`config.mk`:
```
export PLATFORM = sky130hd
export DESIGN_NAME = iir_direct_form_two_filter
export DESIGN_NICKNAME = d
export VERILOG_FILES = /design/src/hdl/iir_df2_pkg.sv /design/src/hdl/iir_df2_seq.sv /design/src/hdl/iir_df2_datapath.sv /design/src/hdl/iir_direct_form_two_filter.sv
export SDC_FILE = /design/constraint.sdc
export NUM_CORES = 2
export LEC_CHECK = 0
export CORE_ASPECT_RATIO = 0.6
export CORE_UTILIZATION = 45
export CTS_CLUSTER_SIZE = 20
export DETAILED_ROUTE_END_ITERATION = 8
export DONT_BUFFER_PORTS = 1
export HOLD_SLACK_MARGIN = 0.06
export PLACE_DENSITY = 0.63
export SYNTH_ARGS = -nofsm -noshare
export SYNTH_HDL_FRONTEND = slang
export SYNTH_HIERARCHICAL = 1
export SYNTH_SLANG_ARGS = --single-unit
```
`constraint.sdc`:
```
create_clock -name clock -period 12.1 [get_ports clock]
set_input_delay 0.605 -clock clock [delete_from_list [all_inputs] [get_ports clock]]
set_output_delay 0.605 -clock clock [all_outputs]
set_load 0.03 [all_outputs]
```
`src/hdl/iir_df2_pkg.sv`:
```
`default_nettype none

package iir_df2_pkg;

   localparam int MAX_ORDER    = 2;
   localparam int SAMPLE_WIDTH = 16;
   localparam int COEF_WIDTH   = 32;
   localparam int DELAY_WIDTH  = 48;
   localparam int FRAC_BITS    = 28;
   localparam int ACC_FRAC     = 2 * FRAC_BITS;
   localparam int OUT_SHIFT    = ACC_FRAC - (SAMPLE_WIDTH - 1);
   localparam int CHUNK_WIDTH  = DELAY_WIDTH / 2;
   localparam int PROD_WIDTH   = COEF_WIDTH + CHUNK_WIDTH + 1;
   localparam int ACC_WIDTH    = COEF_WIDTH + DELAY_WIDTH + 4;
   localparam int ORDER_WIDTH  = 2;
   localparam int CSR_INDEX_WIDTH = 3;
   localparam int STEP_WIDTH   = 4;

   localparam logic CMD_FILTER = 1'b0;
   localparam logic CMD_CLEAR  = 1'b1;

   typedef enum logic [CSR_INDEX_WIDTH-1:0] {
      REG_FEED_FWD_0  = 3'd0,
      REG_FEED_FWD_1  = 3'd1,
      REG_FEED_FWD_2  = 3'd2,
      REG_FEED_BACK_1 = 3'd3,
      REG_FEED_BACK_2 = 3'd4,
      REG_NUMER_ORDER = 3'd5,
      REG_DENOM_ORDER = 3'd6
   } reg_index_type;

   typedef enum logic [2:0] {
      CF_A1,
      CF_A2,
      CF_B0,
      CF_B1,
      CF_B2
   } coef_sel_type;

   typedef enum logic [1:0] {
      SRC_W0,
      SRC_W1,
      SRC_W2
   } src_sel_type;

   typedef enum logic [1:0] {
      RND_NONE,
      RND_W,
      RND_Y
   } rnd_type;

   typedef enum logic [2:0] {
      COND_NEVER,
      COND_DEN_LT1,
      COND_DEN_LT2,
      COND_NUM_LT1,
      COND_NUM_LT2
   } cond_type;

   typedef struct packed {
      logic                  mul_en;
      logic                  mul_neg;
      logic                  mul_hi;
      coef_sel_type          coef_sel;
      src_sel_type           src_sel;
      logic                  load_x;
      rnd_type               rnd;
      cond_type              cond;
      logic [STEP_WIDTH-1:0] target;
      logic                  last;
   } uop_type;

   localparam uop_type UOP_NOP = '{
      mul_en:   1'b0,
      mul_neg:  1'b0,
      mul_hi:   1'b0,
      coef_sel: CF_B0,
      src_sel:  SRC_W0,
      load_x:   1'b0,
      rnd:      RND_NONE,
      cond:     COND_NEVER,
      target:   '0,
      last:     1'b0
   };

   typedef struct packed {
      logic    start;
      logic    clear;
      logic    exec;
      uop_type uop;
   } ctl_type;

   typedef struct packed {
      logic den_ge1;
      logic den_ge2;
      logic num_ge1;
      logic num_ge2;
   } ord_type;

   typedef struct packed {
      logic                           cmd;
      logic signed [SAMPLE_WIDTH-1:0] sample;
      logic                           last_in;
   } req_type;

   typedef struct packed {
      logic signed [SAMPLE_WIDTH-1:0] filtered;
      logic                           saturated;
      logic                           last_out;
   } rsp_type;

endpackage

`default_nettype wire

```
`src/hdl/iir_df2_seq.sv`:
```
`default_nettype none

module iir_df2_seq import iir_df2_pkg::*; (
   input  wire logic    clock,
   input  wire logic    reset,
   input  wire logic    req_valid,
   output logic         req_ready,
   input  wire logic    req_cmd,
   output logic         rsp_valid,
   input  wire logic    rsp_ready,
   input  wire ord_type ord,
   output ctl_type      ctl
);

   localparam logic [STEP_WIDTH-1:0] STEP_DRAIN_W = 4'd5;
   localparam logic [STEP_WIDTH-1:0] STEP_DRAIN_Y = 4'd13;
   localparam logic [STEP_WIDTH-1:0] STEP_LAST    = 4'd14;

   function automatic uop_type rom_word(input logic [STEP_WIDTH-1:0] addr);
      uop_type u;
      u = UOP_NOP;
      case (addr)
         4'd0: begin
            u.load_x = 1'b1;
            u.cond   = COND_DEN_LT1;
            u.target = STEP_DRAIN_W;
         end
         4'd1: begin
            u.mul_en = 1'b1; u.mul_neg = 1'b1; u.coef_sel = CF_A1; u.src_sel = SRC_W1;
         end
         4'd2: begin
            u.mul_en = 1'b1; u.mul_neg = 1'b1; u.mul_hi = 1'b1;
            u.coef_sel = CF_A1; u.src_sel = SRC_W1;
            u.cond = COND_DEN_LT2; u.target = STEP_DRAIN_W;
         end
         4'd3: begin
            u.mul_en = 1'b1; u.mul_neg = 1'b1; u.coef_sel = CF_A2; u.src_sel = SRC_W2;
         end
         4'd4: begin
            u.mul_en = 1'b1; u.mul_neg = 1'b1; u.mul_hi = 1'b1;
            u.coef_sel = CF_A2; u.src_sel = SRC_W2;
         end
         4'd5: begin
            u = UOP_NOP;
         end
         4'd6: begin
            u.rnd = RND_W;
         end
         4'd7: begin
            u.mul_en = 1'b1; u.coef_sel = CF_B0; u.src_sel = SRC_W0;
         end
         4'd8: begin
            u.mul_en = 1'b1; u.mul_hi = 1'b1; u.coef_sel = CF_B0; u.src_sel = SRC_W0;
            u.cond = COND_NUM_LT1; u.target = STEP_DRAIN_Y;
         end
         4'd9: begin
            u.mul_en = 1'b1; u.coef_sel = CF_B1; u.src_sel = SRC_W1;
         end
         4'd10: begin
            u.mul_en = 1'b1; u.mul_hi = 1'b1; u.coef_sel = CF_B1; u.src_sel = SRC_W1;
            u.cond = COND_NUM_LT2; u.target = STEP_DRAIN_Y;
         end
         4'd11: begin
            u.mul_en = 1'b1; u.coef_sel = CF_B2; u.src_sel = SRC_W2;
         end
         4'd12: begin
            u.mul_en = 1'b1; u.mul_hi = 1'b1; u.coef_sel = CF_B2; u.src_sel = SRC_W2;
         end
         4'd13: begin
            u = UOP_NOP;
         end
         4'd14: begin
            u.rnd  = RND_Y;
            u.last = 1'b1;
         end
         default: begin
            u = UOP_NOP;
         end
      endcase
      return u;
   endfunction

   logic                  busy_ff;
   logic [STEP_WIDTH-1:0] step_ff;
   logic                  rsp_valid_ff;
   uop_type               uop;
   logic                  stall;
   logic                  exec;
   logic                  accept;
   logic                  take_jump;

   assign uop       = rom_word(step_ff);
   assign req_ready = !busy_ff;
   assign accept    = req_valid && !busy_ff;
   assign stall     = uop.last && rsp_valid_ff && !rsp_ready;
   assign exec      = busy_ff && !stall;
   assign rsp_valid = rsp_valid_ff;

   always_comb begin
      case (uop.cond)
         COND_DEN_LT1: take_jump = !ord.den_ge1;
         COND_DEN_LT2: take_jump = !ord.den_ge2;
         COND_NUM_LT1: take_jump = !ord.num_ge1;
         COND_NUM_LT2: take_jump = !ord.num_ge2;
         default:      take_jump = 1'b0;
      endcase
   end

   always_comb begin
      ctl.start = accept && (req_cmd == CMD_FILTER);
      ctl.clear = accept && (req_cmd == CMD_CLEAR);
      ctl.exec  = exec;
      ctl.uop   = uop;
   end

   always_ff @(posedge clock) begin
      if (reset) begin
         busy_ff      <= 1'b0;
         step_ff      <= '0;
         rsp_valid_ff <= 1'b0;
      end else begin
         if (exec && uop.last) begin
            rsp_valid_ff <= 1'b1;
         end else if (rsp_ready) begin
            rsp_valid_ff <= 1'b0;
         end
         if (accept && (req_cmd == CMD_FILTER)) begin
            busy_ff <= 1'b1;
            step_ff <= '0;
         end else if (exec) begin
            if (uop.last) begin
               busy_ff <= 1'b0;
            end else if (take_jump) begin
               step_ff <= uop.target;
            end else begin
               step_ff <= step_ff + 1'b1;
            end
         end
      end
   end

   a_start_at_zero: assert property (@(posedge clock) disable iff (reset)
      req_valid && req_ready && (req_cmd == CMD_FILTER) |=> busy_ff && (step_ff == '0))
      else $error("program did not start at step zero");

   a_clear_no_run: assert property (@(posedge clock) disable iff (reset)
      req_valid && req_ready && (req_cmd == CMD_CLEAR) |=> !busy_ff)
      else $error("clear command started the program");

   a_step_range: assert property (@(posedge clock) disable iff (reset)
      busy_ff |-> (step_ff <= STEP_LAST))
      else $error("step counter ran past the program");

   a_hold_on_stall: assert property (@(posedge clock) disable iff (reset)
      busy_ff && uop.last && rsp_valid_ff && !rsp_ready |=>
         busy_ff && (step_ff == $past(step_ff)))
      else $error("final step advanced while the result register was full");

endmodule

`default_nettype wire

```
`src/hdl/iir_df2_datapath.sv`:
```
`default_nettype none

module iir_df2_datapath import iir_df2_pkg::*; (
   input  wire logic                           clock,
   input  wire logic                           reset,
   input  wire ctl_type                        ctl,
   input  wire logic signed [SAMPLE_WIDTH-1:0] req_sample,
   input  wire logic                           req_last,
   input  wire logic                           csr_write_en,
   input  wire logic [CSR_INDEX_WIDTH-1:0]     csr_index,
   input  wire logic [COEF_WIDTH-1:0]          csr_wdata,
   output ord_type                             ord,
   output rsp_type                             rsp_data
);

   logic signed [COEF_WIDTH-1:0]   b0_ff, b1_ff, b2_ff, a1_ff, a2_ff;
   logic [ORDER_WIDTH-1:0]         numer_ff, denom_ff;
   logic signed [DELAY_WIDTH-1:0]  w0_ff, w1_ff, w2_ff;
   logic signed [SAMPLE_WIDTH-1:0] x_ff;
   logic                           last_ff;
   logic signed [PROD_WIDTH-1:0]   prod_ff;
   logic                           prod_vld_ff, prod_neg_ff, prod_hi_ff;
   logic signed [ACC_WIDTH-1:0]    acc_ff;
   logic                           clip_ff;
   rsp_type                        rsp_ff;

   logic signed [COEF_WIDTH-1:0]   coef_mux;
   logic signed [DELAY_WIDTH-1:0]  src_mux;
   logic signed [CHUNK_WIDTH:0]    chunk;
   logic signed [PROD_WIDTH-1:0]   prod_in;
   logic signed [ACC_WIDTH-1:0]    term;
   logic signed [ACC_WIDTH-1:0]    acc_in;
   logic signed [ACC_WIDTH-1:0]    half;
   logic signed [ACC_WIDTH-1:0]    rnd_sum;
   logic                           fit_w, fit_y;
   logic signed [DELAY_WIDTH-1:0]  w_rnd;
   logic signed [SAMPLE_WIDTH-1:0] y_rnd;
   logic                           cfg_hit;

   always_comb begin
      case (ctl.uop.coef_sel)
         CF_A1:   coef_mux = a1_ff;
         CF_A2:   coef_mux = a2_ff;
         CF_B0:   coef_mux = b0_ff;
         CF_B1:   coef_mux = b1_ff;
         CF_B2:   coef_mux = b2_ff;
         default: coef_mux = b0_ff;
      endcase
      case (ctl.uop.src_sel)
         SRC_W0:  src_mux = w0_ff;
         SRC_W1:  src_mux = w1_ff;
         SRC_W2:  src_mux = w2_ff;
         default: src_mux = w0_ff;
      endcase
   end

   assign chunk = ctl.uop.mul_hi
      ? $signed({src_mux[DELAY_WIDTH-1], src_mux[DELAY_WIDTH-1:CHUNK_WIDTH]})
      : $signed({1'b0, src_mux[CHUNK_WIDTH-1:0]});
   assign prod_in = PROD_WIDTH'(coef_mux) * PROD_WIDTH'(chunk);

   assign term = prod_hi_ff ? (ACC_WIDTH'(prod_ff) <<< CHUNK_WIDTH) : ACC_WIDTH'(prod_ff);

   always_comb begin
      acc_in = acc_ff;
      if (ctl.exec) begin
         if (ctl.uop.load_x) begin
            acc_in = ACC_WIDTH'(x_ff) <<< OUT_SHIFT;
         end else if (ctl.uop.rnd == RND_W) begin
            acc_in = '0;
         end else if (prod_vld_ff) begin
            acc_in = prod_neg_ff ? acc_ff - term : acc_ff + term;
         end
      end
   end

   assign half    = (ctl.uop.rnd == RND_W) ? (ACC_WIDTH'(1) <<< (FRAC_BITS - 1))
                                           : (ACC_WIDTH'(1) <<< (OUT_SHIFT - 1));
   assign rnd_sum = acc_ff + half;

   assign fit_w = (&rnd_sum[ACC_WIDTH-1:FRAC_BITS+DELAY_WIDTH-1]) ||
                  !(|rnd_sum[ACC_WIDTH-1:FRAC_BITS+DELAY_WIDTH-1]);
   assign fit_y = (&rnd_sum[ACC_WIDTH-1:OUT_SHIFT+SAMPLE_WIDTH-1]) ||
                  !(|rnd_sum[ACC_WIDTH-1:OUT_SHIFT+SAMPLE_WIDTH-1]);

   assign w_rnd = fit_w ? rnd_sum[FRAC_BITS+DELAY_WIDTH-1:FRAC_BITS]
                : (rnd_sum[ACC_WIDTH-1] ? {1'b1, {(DELAY_WIDTH-1){1'b0}}}
                                        : {1'b0, {(DELAY_WIDTH-1){1'b1}}});
   assign y_rnd = fit_y ? rnd_sum[OUT_SHIFT+SAMPLE_WIDTH-1:OUT_SHIFT]
                : (rnd_sum[ACC_WIDTH-1] ? {1'b1, {(SAMPLE_WIDTH-1){1'b0}}}
                                        : {1'b0, {(SAMPLE_WIDTH-1){1'b1}}});

   always_comb begin
      case (reg_index_type'(csr_index))
         REG_FEED_FWD_0, REG_FEED_FWD_1, REG_FEED_FWD_2,
         REG_FEED_BACK_1, REG_FEED_BACK_2,
         REG_NUMER_ORDER, REG_DENOM_ORDER: cfg_hit = csr_write_en;
         default:                          cfg_hit = 1'b0;
      endcase
   end

   always_ff @(posedge clock) begin
      if (reset) begin
         b0_ff    <= COEF_WIDTH'(1) <<< FRAC_BITS;
         b1_ff    <= '0;
         b2_ff    <= '0;
         a1_ff    <= '0;
         a2_ff    <= '0;
         numer_ff <= '0;
         denom_ff <= '0;
      end else if (csr_write_en) begin
         case (reg_index_type'(csr_index))
            REG_FEED_FWD_0:  b0_ff    <= csr_wdata;
            REG_FEED_FWD_1:  b1_ff    <= csr_wdata;
            REG_FEED_FWD_2:  b2_ff    <= csr_wdata;
            REG_FEED_BACK_1: a1_ff    <= csr_wdata;
            REG_FEED_BACK_2: a2_ff    <= csr_wdata;
            REG_NUMER_ORDER: numer_ff <= csr_wdata[ORDER_WIDTH-1:0];
            REG_DENOM_ORDER: denom_ff <= csr_wdata[ORDER_WIDTH-1:0];
            default: begin
            end
         endcase
      end
   end

   always_ff @(posedge clock) begin
      if (reset) begin
         w1_ff       <= '0;
         w2_ff       <= '0;
         prod_vld_ff <= 1'b0;
         clip_ff     <= 1'b0;
      end else begin
         if (cfg_hit || ctl.clear) begin
            w1_ff <= '0;
            w2_ff <= '0;
         end else if (ctl.exec && (ctl.uop.rnd == RND_Y)) begin
            w1_ff <= w0_ff;
            w2_ff <= w1_ff;
         end
         if (ctl.exec) begin
            prod_vld_ff <= ctl.uop.mul_en;
            if (ctl.uop.load_x) begin
               clip_ff <= 1'b0;
            end else if (ctl.uop.rnd == RND_W) begin
               clip_ff <= !fit_w;
            end
         end
      end
   end

   always_ff @(posedge clock) begin
      if (ctl.start) begin
         x_ff    <= req_sample;
         last_ff <= req_last;
      end
      if (ctl.exec) begin
         prod_ff     <= prod_in;
         prod_neg_ff <= ctl.uop.mul_neg;
         prod_hi_ff  <= ctl.uop.mul_hi;
         if (ctl.uop.rnd == RND_W) begin
            w0_ff <= w_rnd;
         end
         if (ctl.uop.rnd == RND_Y) begin
            rsp_ff.filtered  <= y_rnd;
            rsp_ff.saturated <= clip_ff || !fit_y;
            rsp_ff.last_out  <= last_ff;
         end
      end
      acc_ff <= acc_in;
   end

   always_comb begin
      ord.den_ge1 = (denom_ff != '0);
      ord.den_ge2 = denom_ff[1];
      ord.num_ge1 = (numer_ff != '0);
      ord.num_ge2 = numer_ff[1];
   end

   assign rsp_data = rsp_ff;

endmodule

`default_nettype wire

```
`src/hdl/iir_direct_form_two_filter.sv`:
```
// The microcode program of up to 15 steps skips the multiply steps of each denominator tap
// and each numerator tap not in use (an order code of 3 counts as 2); it feeds one shared
// 32 x 25 multiplier, two partial products per tap, and only one item runs at a time, so
// no new request is taken until the result of the last one is written to the output register.
// A clear command gives no result; a result held in the output register
// stalls only the final program step. Synchronous active-high reset clears the delay line.
`default_nettype none

module iir_direct_form_two_filter import iir_df2_pkg::*; (
   input  wire logic                       clock,
   input  wire logic                       reset,
   input  wire logic                       req_valid,
   output logic                            req_ready,
   input  wire req_type                    req_data,
   output logic                            rsp_valid,
   input  wire logic                       rsp_ready,
   output rsp_type                         rsp_data,
   input  wire logic                       csr_write_en,
   input  wire logic [CSR_INDEX_WIDTH-1:0] csr_index,
   input  wire logic [COEF_WIDTH-1:0]      csr_wdata
);

   ctl_type ctl;
   ord_type ord;

   iir_df2_seq u_seq (
      .clock     (clock),
      .reset     (reset),
      .req_valid (req_valid),
      .req_ready (req_ready),
      .req_cmd   (req_data.cmd),
      .rsp_valid (rsp_valid),
      .rsp_ready (rsp_ready),
      .ord       (ord),
      .ctl       (ctl)
   );

   iir_df2_datapath u_datapath (
      .clock        (clock),
      .reset        (reset),
      .ctl          (ctl),
      .req_sample   (req_data.sample),
      .req_last     (req_data.last_in),
      .csr_write_en (csr_write_en),
      .csr_index    (csr_index),
      .csr_wdata    (csr_wdata),
      .ord          (ord),
      .rsp_data     (rsp_data)
   );

endmodule

`default_nettype wire

```
Word-level counts from Yosys, hierarchy flattened --
Cells that the tools add are included.
Word-level totals: bits in writable memories 0, register bits after elaboration 494, latch bits 0, word-level logic and storage cells 153, bits in read-only memories 0, memories kept 0, output and inout port bits 20
Operators by class: shift-type cells 0, div/mod/pow operators 0, bitwise operators 2, reduce and logical (&&, ||, !) cells 61, $mul 1, equal/unequal tests 29, order comparisons 0, add/sub/neg operators 4, mux-type cells 31
Operators with widths (number):
- 84-bit two-way mux | 4
- 32-bit one-hot mux with 4 select lines | 1
- 48-bit two-way mux | 2
- 48-bit one-hot mux with 2 select lines | 1
- 84-bit by 81-bit adder with 84-bit output | 1
- 84-bit adder | 1
- 84-bit by 81-bit subtractor with 84-bit output | 1
- 80-bit two-way mux | 1
- 32-bit by 25-bit multiplier with 57-bit output | 1
- 41-bit two-way mux | 1
- 16-bit two-way mux | 2
- 7-bit one-hot mux with 4 select lines | 1
- 28-bit AND reduction | 1
- 28-bit OR reduction | 1
- 2-bit AND reduction | 13
- 25-bit two-way mux | 1
- 4-bit equality test, second input constant | 6
- 5-bit one-hot mux with 4 select lines | 1
- 3-bit by 2-bit equality test with 1-bit output, second input constant | 5
- 3-bit equality test, second input constant | 5
- 2-bit OR reduction | 7
- 1-bit two-way mux | 13
- 4-bit by 3-bit equality test with 1-bit output, second input constant | 3
- 2-bit nonzero test | 6
- other kinds (22) | 49

Longest topological paths before layout --
word-level depth 11, gate-level depth with buffers 43

Cells and area by module --
The synthesis kept the hierarchy.
Modules (own cells, without submodules):
- iir_df2_datapath | times used 1, area an instance 56529.2 um^2, cells each 6596
- iir_df2_seq | times used 1, area an instance 706.9 um^2, cells each 96

Least setup slack after synthesis --
Ideal clock, no wire load.
kind register to register, from register u_seq.step_ff[0], to register u_datapath.prod_ff[55], data pin, cell stages (with the launch flop) 32, buffers on the path 4, data arrival time 9.510 ns, path slack 2.332 ns, setup time 0.258 ns, cell sequence dfxtp_1 -> inv_1 -> ha_1 -> buf_6 -> buf_2 -> or2_2 -> nand2_1 -> a31oi_1 -> buf_1 -> mux2_1 -> a22oi_1 -> a21boi_0 -> clkbuf_1 -> nor2_1 -> fa_1 -> fa_1 -> inv_1 -> fa_1 -> inv_1 -> fa_1 -> fa_1 -> fa_1 -> fa_1 -> ha_1 -> and3_1 -> nand2_1 -> or4b_2 -> a31oi_1 -> o22ai_1 -> o2111ai_1 -> a21oi_1 -> xnor2_1
RTL lines:
- from (decl) | line iir_df2_seq.sv:84 | logic [STEP_WIDTH-1:0] step_ff;
- from (signal assigned) | line iir_df2_seq.sv:134 | step_ff <= uop.target;
- from (signal assigned) | line iir_df2_seq.sv:136 | step_ff <= step_ff + 1'b1;
- to (signal assigned) | line iir_df2_datapath.sv:157 | prod_ff <= prod_in;
- to (decl) | line iir_df2_datapath.sv:21 | logic signed [PROD_WIDTH-1:0] prod_ff;

==> impl.org <==
** Timing
- Based on the critical path, the design can be clocked at up to 85.7 MHz.
- The worst pin sits at a relative slew slack of 0.0417.
- Final period util :: 0.964
- The final hold violation count came to 0.
- RSZ-0062 raised after global routing :: false
- Setup violations remaining at the end of the flow were counted as 0.
- At the pin with the least slew margin, the transition time is 1.43 ns.
- The routed design could run at a clock period as short as 11.67 ns.
- The count of final max-slew check failures is 0.
- Final total negative setup slack :: 0 ns
- Worst hold margin :: 0.0862 ns
- Across the routed clock network, the largest skew measured is 0.0325 ns.

** GRT
- All-layer global routing usage :: 0.327
- The first global-routing pass estimated 311,000 um of wire.
- Vias in the first global route :: 46,400
- Largest net degree at the start of global routing :: 102
- The total overflow left after global routing is 0.
- The number of antenna violations at the first check in global routing came to 6.

** Power and ir drop
- Power share of the combinational group :: 0.734
- Of the total power, registers draw 0.157.
- Worst vdd ir :: 469 uV
- The internal portion of the total power is 7810 uW.
- In this run the power density over the cells is 268 nW/um^2.
- Switching power share of the total :: 0.526
- Of the total power, the clock network draws 0.109.
- Leak :: 0.0267 uW
- Total power for the finished layout comes to 16,500 uW.
- Net Sw Power :: 8680 uW

** Placement
- DPL Wire Length :: 163,000 um
- Placement Cell Area :: 59,000 sq um
- Count of input and output buffers :: 0
- Global placement routability congestion :: 1.00

** Critical path
- At the worst endpoint, the arrival time is 12.05 ns.
- Worst path max stage delay :: 0.78 ns
- CP startpoint kind :: flop
- The cell family contributing the most delay on the critical path is adder cells.
- Critical path required time :: 12.49 ns
- Top cell by count, worst path :: fa_1
- The worst setup path is captured at a flop.
- Max stage delay cell, worst path :: fa_1
- Counting both buffers and inverters, the worst setup path holds a total of 5.
- Of all nets on the critical path, the largest fanout is 19.
- Start-to-end type of the worst setup path :: reg -> reg

** CTS
- Number of buffers created by CTS :: 52
- CTS saw 494 sinks.
- The tree is rooted in a clkbuf_16.
- TritonCTS built the clock tree.
- The clock tree synthesis step divided the H-tree into 2 levels.
- Clock slew seen by the registers of the worst setup and hold paths :: 0.07 ns
- The later pin in the worst-skew pair is clocked with a latency of 0.66 ns.
- Buffer levels on the longest clock path :: 3

** Floorplanning
- In this run the vertical extent of the chip is 278 um.
- The initial utilization of the core area, before any placement, comes to 0.458.
- X dimension of the die :: 462 um
- The floorplan has 100 rows.
- The total area inside the core boundary comes to 125,000 sq um.
- Total die area :: 129,000 sq um
- Pin placement for this block handled 78 I/O pins.

** Cells and area
- Most frequent cells in the layout :: 1,039 x nand2_1, 878 x inv_1, 820 x fa_1
- In the final layout, the share of cells above drive strength 1 is 0.0523.
- Summing all flip-flop and latch instances after layout gives 12,200 sq um.
- Leaving out fill and tap cells, the most frequent cell in the layout is nand2_1.
- The final layout contains 7,664 nets.
- The finished cells cover 61,500 sq um.
- The multi-input combinational cells in the finished layout cover a total of 40,400 sq um.
- Fill cells :: 12,000
- Area delta synth->final :: 7.52%

** Yosys
- Count of synthesis-stage warnings from yosys :: 6
- The synthesized netlist occupies a cell area of 57,200 sq um.
- Number of cells produced by synthesis :: 6,684
- Counting every net in the synthesized netlist gives 7,809.
- Dividing the synthesized area by the synthesized cell count gives 8.56 sq um.

** Route
- For this run, design rule violations remaining after detail routing come to 0.
- Iter 0 DRT Violations :: 6,041
- Detailed-router iteration count before antenna repair :: 7
- Antenna-violating nets left :: 0
- Summing over every cut layer, the via total after detailed routing is 48,500.
- Wires add up to 209,000 um.
- Average routed wire per standard cell :: 25.3 um
- Number of vias per cell :: 5.86

** Min path
- Classification of the worst-slack hold path :: in -> reg

** Flow run
- Max-cap violations in this run came to 0.

** Outcome
- The flow ran to the end, and the final reports show no timing, DRC or antenna violations.
==> flip-flops by register name, summed over array words and instances (netlist names), 2 cells and up <==
| register | cells |
|---|---|
| u_datapath/a1_ff | 32 |
| u_datapath/b1_ff | 32 |
| u_datapath/denom_ff | 2 |
| u_datapath/w0_ff | 48 |
| u_datapath/x_ff | 16 |
| u_datapath/b0_ff | 32 |
| u_datapath/w1_ff | 48 |
| u_datapath/a2_ff | 32 |
| u_seq/step_ff | 4 |
| u_datapath/b2_ff | 32 |
| u_datapath/prod_ff | 57 |
| u_datapath/rsp_data | 18 |
| u_datapath/w2_ff | 48 |
| u_datapath/acc_ff | 84 |
| u_datapath/numer_ff | 2 |
==> power by group through the flow <==
stage                     Combinational (uW)  Clock, uW  Sequential (uW)
after floorplan                         8240          0             2370
after global placement                 11700          0             2590
after detailed placement               11700          0             2580
after CTS                              11900       1830             2550
after global routing                   13300       1890             2580
final                                  12100       1790             2590
==> area by class of cell <==
type / instances / share of cell area
multi-input cells: 4920 / 0.658
repair buffers: 189 / 0.0264
clock buffers: 66 / 0.0232
clock inverters: 32 / 0.00692
flip-flops and latches: 494 / 0.198
diodes: 4 / 0.000163
inverters: 882 / 0.0539
well taps: 1683 / 0.0342
==> per-layer routing <==
layer / vias to the layer above / share of wire / global-route usage
met2: 2845 / 0.36 / 0.396
met1: 24100 / 0.46 / 0.518
li1: 21300 / - / -
met3: 233 / 0.16 / 0.149
met4: 2 / 0.017 / 0.0525
met5: - / 0.00022 / 0
==> final timing paths <==
kind	startpoint	end	slack (ns)	cells past startpoint
worst max-delay path	u_seq/step_ff[0]	u_datapath/prod_ff[55]	0.43	30
worst max register to register	u_seq/step_ff[0]	u_datapath/prod_ff[55]	0.43	30
worst min-delay path	csr_wdata[7]	u_datapath/b1_ff[7]	0.09	2
worst min register to register	u_datapath/w1_ff[2]	u_datapath/w2_ff[2]	0.45	2
==> through the flow <==
step                       util  setup slack, ns  instances
after floorplan               -             2.36       6684
after global placement    0.472            0.667       8108
after detailed placement  0.472            0.518       8108
after CTS                 0.492            0.466       8266
after global routing      0.492           0.0405       8267
final                     0.492            0.434       8270
==> what timing repair did <==
| action | CTS | global route |
|---|---|---|
| hold buffers | 60 | 0 |
| endpoints found under the setup margin | 0 | 2 |
| buffers inserted | 0 | 0 |
| hold endpoints to repair | 138 | 0 |
| resized for setup | 0 | 4 |
Note: power is estimated with default switching activity, not from simulation.
